==> src/rtl/core/vram_plane_access_controller_defines.svh <==
// ----------------------------------------------------------------------------
// Plane access controller assertion macros
// Concurrent property wrappers clocked on clk_i and disabled during reset.
// ----------------------------------------------------------------------------
`ifndef VRAM_PLANE_ACCESS_CONTROLLER_DEFINES_SVH
`define VRAM_PLANE_ACCESS_CONTROLLER_DEFINES_SVH

// same-cycle implication
`define VPAC_ASSERT_NOW(lbl, ante, cons, msg) \
  lbl: assert property (@(posedge clk_i) disable iff (!rst_ni) (ante) |-> (cons)) \
    else $error(msg);

// next-cycle implication
`define VPAC_ASSERT_NEXT(lbl, ante, cons, msg) \
  lbl: assert property (@(posedge clk_i) disable iff (!rst_ni) (ante) |=> (cons)) \
    else $error(msg);

`endif

==> src/rtl/core/vpac_pkg.sv <==
// ----------------------------------------------------------------------------
// Plane access controller package
// Shared types, port decodes and sizes for the plane access controller.
// ----------------------------------------------------------------------------
package vpac_pkg;

  localparam int unsigned PLANE_BYTES = 16384;
  localparam int unsigned PLANE_CNT   = 3;
  localparam int unsigned OFS_W       = $clog2(PLANE_BYTES);
  localparam int unsigned MEM_AW      = OFS_W + 1;
  localparam int unsigned MEM_DEPTH   = 2 * PLANE_BYTES;

  localparam int unsigned CRTC_COUNT  = 18;

  localparam logic [7:0]  CRTC_VTOTAL    = 8'd4;
  localparam logic [7:0]  CRTC_VADJUST   = 8'd5;
  localparam logic [7:0]  CRTC_MAXRASTER = 8'd9;

  localparam logic [15:0] BANK_PORT      = 16'h1fd0;
  localparam logic [15:0] CRTC_PORT_MASK = 16'hff0f;
  localparam logic [15:0] CRTC_IDX_PORT  = 16'h1800;
  localparam logic [15:0] CRTC_DATA_PORT = 16'h1801;

  localparam int unsigned BANK_BIT    = 4;
  localparam int unsigned STROBE_BIT  = 5;
  localparam int unsigned HIRES_LINES = 400;

  typedef enum logic [1:0] {
    OP_READ   = 2'd0,
    OP_WRITE  = 2'd1,
    OP_SIGNAL = 2'd2
  } vpac_op_e;

  typedef struct packed {
    logic [1:0]  op;
    logic [15:0] addr;
    logic [7:0]  data;
  } vpac_req_t;

  typedef struct packed {
    logic [7:0] read_data;
    logic       plane_hit;
    logic       multi_mode;
    logic       hires;
  } vpac_rsp_t;

  typedef struct packed {
    logic       idx_we;
    logic       reg_we;
    logic [7:0] data;
  } vpac_crtc_cmd_t;

endpackage

==> src/rtl/core/vpac_chan_if.sv <==
// ----------------------------------------------------------------------------
// Plane access controller channel
// Valid/ready channel carrying one payload beat per handshake.
// ----------------------------------------------------------------------------
interface vpac_chan_if #(
  parameter type payload_t = logic
) ();

  logic     valid;
  logic     ready;
  payload_t payload;

  modport source (output valid, output payload, input ready);
  modport sink   (input valid, input payload, output ready);

endinterface

==> src/rtl/core/vpac_plane_ram.sv <==
// ----------------------------------------------------------------------------
// Plane RAM
// One colour plane for both banks, single port, registered read data.
// ----------------------------------------------------------------------------
module vpac_plane_ram
  import vpac_pkg::*;
(
  input  logic              clk_i,
  input  logic              we_i,
  input  logic              re_i,
  input  logic [MEM_AW-1:0] addr_i,
  input  logic [7:0]        wdata_i,
  output logic [7:0]        rdata_o
);

  logic [7:0] mem_q [MEM_DEPTH];
  logic [7:0] rdata_q;

  always_ff @(posedge clk_i) begin
    if (we_i) begin
      mem_q[addr_i] <= wdata_i;
    end
    if (re_i) begin
      rdata_q <= mem_q[addr_i];
    end
  end

  assign rdata_o = rdata_q;

endmodule

==> src/rtl/core/vpac_crtc.sv <==
// ----------------------------------------------------------------------------
// CRTC register bank
// Index register, vertical timing registers and the high-resolution flag.
// ----------------------------------------------------------------------------
module vpac_crtc
  import vpac_pkg::*;
(
  input  logic           clk_i,
  input  logic           rst_ni,
  input  vpac_crtc_cmd_t cmd_i,
  output logic           hires_next_o
);

  logic [7:0]  idx_q, idx_d;
  logic [6:0]  vtot_q, vtot_d;
  logic [4:0]  vadj_q, vadj_d;
  logic [4:0]  rast_q, rast_d;
  logic        hires_q, hires_d;
  logic        reg_hit;
  logic [7:0]  vtot_p1;
  logic [5:0]  rast_p1;
  logic [13:0] lines;

  assign reg_hit = cmd_i.reg_we && (idx_q < 8'(CRTC_COUNT));

  always_comb begin
    idx_d  = cmd_i.idx_we ? cmd_i.data : idx_q;
    vtot_d = vtot_q;
    vadj_d = vadj_q;
    rast_d = rast_q;
    if (reg_hit) begin
      if (idx_q == CRTC_VTOTAL)    vtot_d = cmd_i.data[6:0];
      if (idx_q == CRTC_VADJUST)   vadj_d = cmd_i.data[4:0];
      if (idx_q == CRTC_MAXRASTER) rast_d = cmd_i.data[4:0];
    end
  end

  assign vtot_p1 = {1'b0, vtot_d} + 8'd1;
  assign rast_p1 = {1'b0, rast_d} + 6'd1;
  assign lines   = 14'(vtot_p1) * 14'(rast_p1) + 14'(vadj_d);
  assign hires_d = reg_hit ? (lines > 14'(HIRES_LINES)) : hires_q;

  always_ff @(posedge clk_i or negedge rst_ni) begin
    if (!rst_ni) begin
      idx_q   <= '0;
      vtot_q  <= '0;
      vadj_q  <= '0;
      rast_q  <= '0;
      hires_q <= 1'b1;
    end else begin
      idx_q   <= idx_d;
      vtot_q  <= vtot_d;
      vadj_q  <= vadj_d;
      rast_q  <= rast_d;
      hires_q <= hires_d;
    end
  end

  assign hires_next_o = hires_d;

endmodule

==> src/rtl/core/vram_plane_access_controller.sv <==
// Pipeline: an accepted request beat registers its plane RAM read data and decode flags in
// stage s1, then moves to the output register that drives the response beat. Throughput:
// one request per cycle while the response is not stalled; the decode and plane RAM port
// handle one beat a cycle. Reset: control state clears at once; with ready held low, a clear
// pass over all 32768 addresses zeroes all three plane RAMs in parallel, one address per cycle.
// ----------------------------------------------------------------------------
// Plane access controller
// Decodes bus accesses to three colour planes, the bank port and the CRTC.
// ----------------------------------------------------------------------------
`include "vram_plane_access_controller_defines.svh"

module vram_plane_access_controller
  import vpac_pkg::*;
(
  input  logic         clk_i,
  input  logic         rst_ni,
  vpac_chan_if.sink    req_i,
  vpac_chan_if.source  rsp_o
);

  vpac_req_t      req;
  logic           acc;
  logic [1:0]     region;
  logic [1:0]     own;
  logic           is_rd, is_wr;
  logic           ctrl_wr;
  logic           hit;
  logic           rd_hit;
  logic           hires_next;
  vpac_crtc_cmd_t crtc_cmd;

  logic              clr_busy_q, clr_busy_d;
  logic [MEM_AW-1:0] clr_cnt_q, clr_cnt_d;
  logic              bank_q, bank_d;
  logic              multi_q, multi_d;
  logic              strobe_q, strobe_d;

  logic [PLANE_CNT-1:0] pl_we;
  logic [PLANE_CNT-1:0] ram_we;
  logic [MEM_AW-1:0]    ram_addr;
  logic [7:0]           ram_wdata;
  logic [7:0]           ram_rdata [PLANE_CNT];

  logic       s1_valid_q, s1_valid_d;
  logic       s1_rd_q, s1_hit_q, s1_multi_q, s1_hires_q;
  logic [1:0] s1_sel_q;
  logic       s1_move;
  logic [7:0] s1_data;

  logic       out_valid_q, out_valid_d;
  vpac_rsp_t  out_q;

  assign req    = req_i.payload;
  assign acc    = req_i.valid && req_i.ready;
  assign region = req.addr[15:14];
  assign own    = region - 2'd1;
  assign is_rd  = (req.op == OP_READ);
  assign is_wr  = (req.op == OP_WRITE);

  assign ctrl_wr = acc && is_wr && (region == 2'd0) && !multi_q;
  assign hit     = (is_rd && (region != 2'd0)) || (is_wr && ((region != 2'd0) || multi_q));
  assign rd_hit  = is_rd && (region != 2'd0);

  assign crtc_cmd.idx_we = ctrl_wr && ((req.addr & CRTC_PORT_MASK) == CRTC_IDX_PORT);
  assign crtc_cmd.reg_we = ctrl_wr && ((req.addr & CRTC_PORT_MASK) == CRTC_DATA_PORT);
  assign crtc_cmd.data   = req.data;

  vpac_crtc u_crtc (
    .clk_i        (clk_i),
    .rst_ni       (rst_ni),
    .cmd_i        (crtc_cmd),
    .hires_next_o (hires_next)
  );

  always_comb begin
    bank_d   = bank_q;
    multi_d  = multi_q;
    strobe_d = strobe_q;
    if (acc) begin
      case (req.op)
        OP_READ: begin
          multi_d = 1'b0;
        end
        OP_WRITE: begin
          if (ctrl_wr && (req.addr == BANK_PORT)) bank_d = req.data[BANK_BIT];
        end
        OP_SIGNAL: begin
          if (strobe_q && !req.data[STROBE_BIT]) multi_d = 1'b1;
          strobe_d = req.data[STROBE_BIT];
        end
        default: ;
      endcase
    end
  end

  always_comb begin
    for (int i = 0; i < PLANE_CNT; i++) begin
      if (!is_wr) begin
        pl_we[i] = 1'b0;
      end else if (region != 2'd0) begin
        pl_we[i] = multi_q ? (own != 2'(i)) : (own == 2'(i));
      end else begin
        pl_we[i] = multi_q;
      end
    end
  end

  always_comb begin
    clr_cnt_d  = clr_cnt_q;
    clr_busy_d = clr_busy_q;
    if (clr_busy_q) begin
      clr_cnt_d = clr_cnt_q + 1'b1;
      if (clr_cnt_q == MEM_AW'(MEM_DEPTH - 1)) clr_busy_d = 1'b0;
    end
  end

  assign ram_we    = clr_busy_q ? {PLANE_CNT{1'b1}} : (acc ? pl_we : '0);
  assign ram_addr  = clr_busy_q ? clr_cnt_q : {bank_q, req.addr[OFS_W-1:0]};
  assign ram_wdata = clr_busy_q ? 8'h00 : req.data;

  for (genvar g = 0; g < PLANE_CNT; g++) begin : g_plane
    vpac_plane_ram u_ram (
      .clk_i   (clk_i),
      .we_i    (ram_we[g]),
      .re_i    (acc && rd_hit),
      .addr_i  (ram_addr),
      .wdata_i (ram_wdata),
      .rdata_o (ram_rdata[g])
    );
  end

  assign s1_move     = s1_valid_q && (!out_valid_q || rsp_o.ready);
  assign req_i.ready = !clr_busy_q && (!s1_valid_q || s1_move);
  assign s1_valid_d  = acc || (s1_valid_q && !s1_move);
  assign out_valid_d = s1_move || (out_valid_q && !rsp_o.ready);

  always_comb begin
    case (s1_sel_q)
      2'd0:    s1_data = ram_rdata[0];
      2'd1:    s1_data = ram_rdata[1];
      2'd2:    s1_data = ram_rdata[2];
      default: s1_data = 8'h00;
    endcase
    if (!s1_rd_q) s1_data = 8'h00;
  end

  always_ff @(posedge clk_i or negedge rst_ni) begin
    if (!rst_ni) begin
      clr_busy_q  <= 1'b1;
      clr_cnt_q   <= '0;
      bank_q      <= 1'b0;
      multi_q     <= 1'b0;
      strobe_q    <= 1'b0;
      s1_valid_q  <= 1'b0;
      out_valid_q <= 1'b0;
    end else begin
      clr_busy_q  <= clr_busy_d;
      clr_cnt_q   <= clr_cnt_d;
      bank_q      <= bank_d;
      multi_q     <= multi_d;
      strobe_q    <= strobe_d;
      s1_valid_q  <= s1_valid_d;
      out_valid_q <= out_valid_d;
    end
  end

  always_ff @(posedge clk_i) begin
    if (acc) begin
      s1_rd_q    <= rd_hit;
      s1_hit_q   <= hit;
      s1_sel_q   <= own;
      s1_multi_q <= multi_d;
      s1_hires_q <= hires_next;
    end
    if (s1_move) begin
      out_q.read_data  <= s1_data;
      out_q.plane_hit  <= s1_hit_q;
      out_q.multi_mode <= s1_multi_q;
      out_q.hires      <= s1_hires_q;
    end
  end

  assign rsp_o.valid   = out_valid_q;
  assign rsp_o.payload = out_q;

  `VPAC_ASSERT_NOW(a_no_accept_in_clear, clr_busy_q, !req_i.ready, "request taken during clear pass")
  `VPAC_ASSERT_NOW(a_stall_blocks_input, s1_valid_q && !s1_move, !req_i.ready, "stage overrun")
  `VPAC_ASSERT_NEXT(a_read_clears_multi, acc && is_rd, !multi_q && s1_valid_q, "read kept multi mode")

endmodule
==> src/flat_wrapper.sv <==
// flat-port wrapper written by rule: the top's interface ports become plain ports
module vram_plane_access_controller_flat import vpac_pkg::*;
  (clk_i, rst_ni, req_i_valid, req_i_payload, req_i_ready, rsp_o_valid, rsp_o_payload, rsp_o_ready);
  vpac_chan_if req_i_i ();
  vpac_chan_if rsp_o_i ();
  input  logic clk_i;
  input  logic rst_ni;
  input wire logic [$bits(req_i_i.valid)-1:0] req_i_valid;
  input wire logic [$bits(req_i_i.payload)-1:0] req_i_payload;
  output wire logic [$bits(req_i_i.ready)-1:0] req_i_ready;
  output wire logic [$bits(rsp_o_i.valid)-1:0] rsp_o_valid;
  output wire logic [$bits(rsp_o_i.payload)-1:0] rsp_o_payload;
  input wire logic [$bits(rsp_o_i.ready)-1:0] rsp_o_ready;
  assign req_i_i.valid = req_i_valid;
  assign req_i_i.payload = req_i_payload;
  assign req_i_ready = req_i_i.ready;
  assign rsp_o_valid = rsp_o_i.valid;
  assign rsp_o_payload = rsp_o_i.payload;
  assign rsp_o_i.ready = rsp_o_ready;
  vram_plane_access_controller u_core (.clk_i(clk_i), .rst_ni(rst_ni), .req_i(req_i_i), .rsp_o(rsp_o_i));
endmodule
==> config.mk <==
export PLATFORM = sky130hd
export DESIGN_NAME = vram_plane_access_controller_flat
export DESIGN_NICKNAME = d
export VERILOG_FILES = /design/src/rtl/core/vpac_pkg.sv /design/src/rtl/core/vpac_chan_if.sv /design/src/rtl/core/vpac_plane_ram.sv /design/src/rtl/core/vpac_crtc.sv /design/src/rtl/core/vram_plane_access_controller.sv /design/src/flat_wrapper.sv
export VERILOG_INCLUDE_DIRS = /design/src /design/src/rtl/core
export SDC_FILE = /design/constraint.sdc
export NUM_CORES = 1
export LEC_CHECK = 0
export BUFFER_PORTS_ARGS = -buffer_cell sky130_fd_sc_hd__buf_4
export CAP_MARGIN = 25
export CORE_MARGIN = 5
export CORE_UTILIZATION = 59
export CTS_CLUSTER_DIAMETER = 150
export DETAILED_ROUTE_END_ITERATION = 8
export GPL_ROUTABILITY_DRIVEN = 0
export GPL_TIMING_DRIVEN = 0
export PLACE_DENSITY_LB_ADDON = 0.08
export SLEW_MARGIN = 10
export SYNTH_ARGS = -nofsm -noshare
export SYNTH_HDL_FRONTEND = slang
export SYNTH_SLANG_ARGS = --single-unit
export TNS_END_PERCENT = 5
==> constraint.sdc <==
create_clock -name clk_i -period 3 [get_ports clk_i]
set_clock_uncertainty 0.05 [all_clocks]
set_input_delay 0.45 -clock clk_i [delete_from_list [all_inputs] [get_ports clk_i]]
set_output_delay 0.45 -clock clk_i [all_outputs]
set_load 0.03 [all_outputs]
# Word level (Yosys, flattened, before mapping)
# Cells that the tools add are included.
# Widths: inputs -> output; s select.
[classes]
n_eq_ne = 1
addsub = 1
reduce_logical = 14
muxes = 2
[ops]
columns = ["op", "count"]
rows = [
  ["$add 15x1->15 const B", 1],
  ["$eq 15x15->1 const B", 1],
  ["$logic_and 1x1->1", 5],
  ["$logic_not 1->1", 5],
  ["$logic_or 1x1->1", 4],
  ["$mux 1", 2],
]
[word_totals]
regBits = 18

# Longest topological paths before layout
# Gate-level depths: netlist (run 1).
[depth]
word_depth = 7
mapped_depth = 5
ltp_nobuf = 4

# Cells and area by module
# A second synthesis (run 1) with hierarchy kept.
[unflattened]
cells_unflattened = 401
hier_area_um2 = 4071.4
[by_module_without_submodules]
columns = ["mod", "seq_area_each_um2", "cells_each", "area_each_um2", "n_inst"]
rows = [
  ["vpac_crtc", 651.9, 328, 3201.8, 1],
  ["vram_plane_access_controller", 511.7, 73, 869.6, 1],
]

# Worst setup path before layout (run 1)
# Ideal clock, no wire load.
[synth_timing]
path_kind = "in2out"
start = "input rsp_o_ready"
end = "output req_i_ready"
stages = 2
t_arrival_ns = 1.062
path_buffers = 0
slack_ns = 1.438
required_ns = 2.500
path_cell_list = "inv_1 > a31oi_1"
[synth_via]
elab_chain_cells = 4
[synth_rtl]
columns = ["item", "line", "text"]
rows = [
  ["start, declared", "flat_wrapper.sv:13", "input wire logic [$bits(rsp_o_i.ready)-1:0] rsp_o_ready;"],
  ["$logic_or 1x1->1", "vram_plane_access_controller.sv:132", "assign s1_move = s1_valid_q && (!out_valid_q || rsp_o.ready);"],
  ["$logic_and 1x1->1", "vram_plane_access_controller.sv:132", ""],
  ["$logic_or 1x1->1", "vram_plane_access_controller.sv:133", "assign req_i.ready = !clr_busy_q && (!s1_valid_q || s1_move);"],
  ["$logic_and 1x1->1", "vram_plane_access_controller.sv:133", ""],
  ["end, declared", "flat_wrapper.sv:10", "output wire logic [$bits(req_i_i.ready)-1:0] req_i_ready;"],
]
# No other way between the ends.

# Worst setup path in the final report (run 1)
[layout_timing]
start = "register u_core.clr_busy_q"
end = "output req_i_ready"
[layout_via]
elab_chain_cells = 2
[layout_rtl]
columns = ["item", "line", "text"]
rows = [
  ["start, declared", "vram_plane_access_controller.sv:32", "logic clr_busy_q, clr_busy_d;"],
  ["start signal, assigned", "vram_plane_access_controller.sv:157", "clr_busy_q <= clr_busy_d;"],
  ["$logic_not 1->1", "vram_plane_access_controller.sv:133", ""],
  ["$logic_and 1x1->1", "vram_plane_access_controller.sv:133", ""],
]
# No other way between the ends.

==> impl_metrics.yaml, run 1 <==
yosys:
  avgSynthCellArea_um2: 12.22
  netlist_area_um2: 830.8
  ys_ff_latch: 18
  synth_cell_types: 23
  syn_inst: 68
  yosysSeqAreaShare: 0.5437
  yosysWarnings: 0
  synth_nets: 74
clock_network:
  clkTransAtPathRegs_ps: 110
  clk_path_buf_depth: 2
  cts_tree: "done"
  post_cts_buffers: 0
  root_buffer: "clkbuf_4"
  cts.sinks: 18
  clock_latency_ps: 300
  cts_buffers: 3
  htreeDepth: 1
routing:
  wl_per_cell_um: 13.60
  vias: 496
  viasPerCell: 5.333
  dr.pass1.iters: 4
  ant_nets: 0
  dr.first_iter.drc_count: 3
  drc_errors: 0
  routed_wirelength_mm: 1.265
setup_path:
  path_max_fanout: 8
  cp-start-kind: "register"
  reg2reg_slack_ps: 1510
  rr_endpoint: "u_core.clr_cnt_q[13]$_DFFE_PN0P_"
  cp.arrival_ps: 1240
  r2r-start: "u_core.clr_cnt_q[3]$_DFFE_PN0P_"
  setup.worst_path.start: "u_core.clr_busy_q$_DFF_PN1_"
  end_kind: "primary output"
  reg2reg_depth: 4
  cp.required_ps: 2500
  critPathKind: "register to primary output"
grt:
  track_usage: 0.1431
  grt_pass1_wl_mm: 2.173
  antenna_found_initial: 0
  grt_pass1_vias: 507
  overflow: 0
  grt_max_degree: 19
worst_hold_path:
  hold_depth: 2
  whs_endpoint: "u_core.s1_valid_q$_DFF_PN0_"
  hold_path.class: "input port to register"
  holdCritStartpoint: "req_i_valid"
timing:
  timing.final.crit_share: 0.5812
  rsz0062_at_grt: "no"
  period_minus_slack_ps: 1744
  finalHoldViolCount: 0
  finalSetupTns_ps: 0
  drv_slew: 0
  setup_viol: 0
  fmax_ghz: 0.5735
cells_and_area:
  drive_above_1_share: 0.2692
  nNetsFinal: 85
  antenna_cells: 0
  area_growth_pct: 11.14
flow_run:
  maxCapViolations: 0
power_and_ir_drop:
  pwr-share-comb: 0.055
  powerDensity_mw_per_mm2: 425.6
  p_sw_w: 0.00008798
  clockPowerShare: 0.317
  p_total_w: 0.0003930
  p_leak_nw: 0.4618
  power_frac_seq: 0.627
  internal_power_w: 0.0003050
  p_sw_frac: 0.2239
  vdd_drop_max_v: 0.0002705
floorplan:
  die_h_um: 47.53
  rows: 13
  start_util: 0.6306
  die_x_um: 47.53
  core_mm2: 0.001318
  io_pins: 8
  dieArea_mm2: 0.002259
placed_design:
  dpl.hpwl_um: 915.9
  io_buffers: 5
run_status:
  status: "complete, no violations"
[cell families after synthesis]
group	share of synthesized area
AND/OR/NAND/NOR	0.2138
adder cells (fa/ha/maj)	0.01506
other	0.004514
XOR/XNOR	0.1476
flip-flops	0.5437
multiplexers	0.01355
AO/OA/AOI/OAI	0.02862
buffers and inverters	0.03312
[power by group through the flow]
stage / registers, W / logic (W) / clock network (W)
CTS: 0.000247 / 0.0000222 / 0.000127
global route: 0.000247 / 0.0000239 / 0.000141
floorplan: 0.000253 / 0.00000774 / 0
global placement: 0.000251 / 0.0000209 / 0
detailed placement: 0.000251 / 0.0000212 / 0
finish: 0.000247 / 0.0000217 / 0.000125
[worst max path at each step]
stage | endpoint | slack [ps]
2_1_floorplan | req_i_ready | 1440
3_3_place_gp | req_i_ready | 1570
3_5_place_dp | u_core.clr_cnt_q[13]$_DFFE_PN0P_ | 1550
4_1_cts | req_i_ready | 1250
5_1_grt | req_i_ready | 1190
6_report | req_i_ready | 1260
[worst max-delay path, cell delays in order, from the launching register on]
cell     delay, ps
dfstp_2        520
buf_2          210
a31oi_1         60
buf_4          170
[metrics by stage]
step | cells | hold WS (ps) | utilization | worst slack (ps) | cell area, um2
after floorplan | 68 | 104.4 | - | 1438 | 830.8
after global placement | 88 | 277.5 | 0.6733 | 1568 | 887.1
after detailed placement | 88 | 278.9 | 0.6733 | 1554 | 887.1
after CTS | 93 | 313.5 | 0.7009 | 1248 | 923.4
after global routing | 93 | 319.2 | 0.7009 | 1187 | 923.4
final | 93 | 315.6 | 0.7009 | 1256 | 923.4
[placed cells by master, fill, tap and decap left out, drive strengths merged]
master,instances
dfrtp,17
xnor2,7
xor2,7
buf,7
nand3,5
nor3,5
nand4,5
nor2,4
nand2,4
inv,4
clkbuf,4
a31oi,1
a32o,1
a21o,1
and4,1
mux2,1
ha,1
conb,1
dlygate4sd3,1
dfstp,1
[registers in the layout (all words and copies together), names as in the netlist]
register / flops
u_core.rsp_o.valid: 1
u_core.clr_cnt_q: 15
u_core.s1_valid_q: 1
u_core.clr_busy_q: 1
[metal layers]
layer  routed length (um)  share of wire  vias up  track usage
li1                     -              -      251            -
met1                  599           0.47      232       0.1699
met2                  606           0.48       11       0.2353
met3                   52          0.041        2      0.03383
met4                    7         0.0055        0      0.08287
met5                    0              0        -            0
[Yosys cell counts]
library cell,number,area [um2]
dfrtp_1,17,425.4
inv_2,1,3.750
inv_1,3,11.26
mux2_2,1,11.26
ha_1,1,12.51
nor2_1,4,15.01
and4_4,1,11.26
nand3_2,1,10.01
xnor2_1,7,61.31
nand3_1,4,20.02
nand2_1,4,15.01
buf_4,1,7.510
a32o_1,1,10.01
nand4_1,3,18.77
xor2_1,7,61.31
a31oi_1,1,6.260
nor3_1,1,5.000
nor3_2,4,40.04
conb_1,1,3.750
dfstp_2,1,26.28
a21o_1,1,7.510
nand4_4,2,42.54
buf_2,1,5.000
[final cells by class]
class / count / area (um2)
buffer: 2 / 12.51
multi-input combinational: 44 / 351.6
timing repair buffer: 6 / 47.55
sequential: 18 / 451.7
tap: 15 / 18.77
clock buffer: 4 / 26.28
inverter: 4 / 15.01
fill: 94 / 394.1
[what timing repair did]
| item | in CTS | in global routing |
|---|---|---|
| hold endpoints to repair | 17 | 0 |
| hold buffers | 1 | 0 |
| resized for setup | 0 | 0 |
(Power assumes the default switching activity.)
==> inputs of run 2 (changes only) <==
--- a/config.mk
+++ b/config.mk
@@ -9,7 +9,7 @@
 export BUFFER_PORTS_ARGS = -buffer_cell sky130_fd_sc_hd__buf_4
 export CAP_MARGIN = 25
 export CORE_MARGIN = 5
-export CORE_UTILIZATION = 59
+export CORE_UTILIZATION = 50
 export CTS_CLUSTER_DIAMETER = 150
 export DETAILED_ROUTE_END_ITERATION = 8
 export GPL_ROUTABILITY_DRIVEN = 0
==> constraint.sdc (replaced) <==
create_clock -name clk_i -period 1.4 [get_ports clk_i]
set_clock_uncertainty 0.05 [all_clocks]
set_input_delay 0.21 -clock clk_i [delete_from_list [all_inputs] [get_ports clk_i]]
set_output_delay 0.21 -clock clk_i [all_outputs]
set_load 0.03 [all_outputs]
==> run 2 against run 1 <==
Hold slack worse by 240 ps. Die area up 14%. Clock power rose to 2.7 times the previous value. Via count up 5.6%. Global-route usage down 2.2 points. Register-to-register slack worse by 1500 ps. Critical path type unchanged. Largest cell class unchanged. Largest power group unchanged.
==> impl_metrics.yaml, run 2 (synthesis results as in run 1) <==
clock_network:
  cts.sinks: 18
  htreeDepth: 1
  root_buffer: "clkbuf_4"
  clkTransAtPathRegs_ps: 110
  clk_path_buf_depth: 2
  clock_latency_ps: 300
  cts_buffers: 3
  cts_tree: "done"
flow_run:
  maxCapViolations: 0
timing:
  finalSetupTns_ps: 0
  finalHoldViolCount: 0
  setup_viol: 0
  rsz0062_at_grt: "yes"
  period_minus_slack_ps: 1362
  timing.final.crit_share: 0.9726
  fmax_ghz: 0.7344
  drv_slew: 0
floorplan:
  dieArea_mm2: 0.002577
  die_x_um: 50.76
  core_mm2: 0.001541
  rows: 14
  io_pins: 8
  die_h_um: 50.76
  start_util: 0.5390
cells_and_area:
  fill_cells: 124
  top_register: "u_core.clr_cnt_q"
  final_cell_mix: "17 x dfrtp_1, 12 x buf_4, 7 x xnor2_1, 7 x xor2_1"
  largest_register_ffs: 15
  antenna_cells: 0
  nNetsFinal: 91
  final_common_cell: "dfrtp_1"
  area_growth_pct: 20.78
  drive_above_1_share: 0.3452
  final_util: 0.6510
power_and_ir_drop:
  p_leak_nw: 0.5166
  internal_power_w: 0.0007014
  pwr-share-comb: 0.051
  clockPowerShare: 0.369
  p_sw_w: 0.0002104
  powerDensity_mw_per_mm2: 908.7
  p_sw_frac: 0.2308
  power_frac_seq: 0.580
  vdd_drop_max_v: 0.0005939
routing:
  drc_errors: 0
  viasPerCell: 5.240
  dr.first_iter.drc_count: 8
  ant_nets: 0
  dr.pass1.iters: 4
  vias: 524
  routed_wirelength_mm: 1.385
  wl_per_cell_um: 13.85
setup_path:
  cp-start-kind: "register"
  cp.arrival_ps: 1100
  cp.required_ps: 1140
  path_max_fanout: 3
  critPathKind: "register to primary output"
  end_kind: "primary output"
grt:
  grt_pass1_vias: 523
  overflow: 0
  grt_pass1_wl_mm: 2.380
  track_usage: 0.1209
  antenna_found_initial: 0
  grt_max_degree: 19
placed_design:
  io_buffers: 5
  dpl.hpwl_um: 867.1
run_status:
  status: "complete, no violations"
worst_hold_path:
  hold_path.class: "input port to register"
[run 2: power by group through the flow]
stage | Clock (W) | Sequential, W | Combinational [W]
after floorplan | 0 | 0.000542 | 0.0000166
after global placement | 0 | 0.000538 | 0.0000454
after detailed placement | 0 | 0.000538 | 0.0000458
after CTS | 0.000334 | 0.000529 | 0.0000480
after global routing | 0.000363 | 0.000529 | 0.0000519
final | 0.000337 | 0.000528 | 0.0000467
[run 2: critical path, stage by stage (launching register included)]
cell     delay, ps
dfstp_2        580
a31oi_1         50
buf_4          170
[run 2: timing repair]
action,CTS,global route
pin swaps,1,5
hold buffers,1,0
gates resized for setup,0,2
setup endpoints to repair,5,8
hold endpoints to repair,18,0
cloned,0,0
buffers inserted,2,5
[run 2: layout make-up]
cell class / instances / area [um2] / share of cell area
inverters: 4 / 15.01 / 0.01496
repair buffers: 13 / 112.6 / 0.1122
multi-input cells: 44 / 360.3 / 0.3591
clock buffers: 4 / 36.28 / 0.03616
flip-flops and latches: 18 / 451.7 / 0.4501
plain buffers: 1 / 7.507 / 0.007481
well taps: 16 / 20.02 / 0.01995
[run 2: final timing paths]
kind,from,end,slack (ps),cells after the start
min in group asynchronous,rst_ni,u_core.clr_cnt_q[6]$_DFFE_PN0P_,250,2
hold / removal,req_i_valid,u_core.s1_valid_q$_DFF_PN0_,80,2
max in group asynchronous,rst_ni,u_core.clr_busy_q$_DFF_PN1_,790,2
setup / recovery,u_core.clr_busy_q$_DFF_PN1_,req_i_ready,40,2
setup reg to reg,u_core.clr_busy_q$_DFF_PN1_,u_core.clr_cnt_q[14]$_DFFE_PN0P_,40,4
hold reg to reg,u_core.clr_cnt_q[6]$_DFFE_PN0P_,u_core.clr_cnt_q[6]$_DFFE_PN0P_,430,1
[run 2: stage by stage]
stage                     total power, W  hold WS (ps)  setup slack, ps  cell area [um2]  cells
after floorplan                0.0005588        -135.6            83.40            830.8     68
after global placement         0.0005838         42.65           -20.37            888.4     89
after detailed placement       0.0005843         44.01           -24.87            888.4     89
after CTS                      0.0009109         73.32            1.875            957.2     95
after global routing           0.0009438         81.74           -43.15             1003    100
final                          0.0009119         77.55            38.42             1003    100
[run 2: layer usage]
metal / vias up / GRT usage / share of wire
li1: 261 / - / -
met1: 256 / 0.1719 / 0.48
met2: 7 / 0.1756 / 0.49
met3: 0 / 0.03550 / 0.031
met4: 0 / 0.03830 / 0
met5: - / 0 / 0
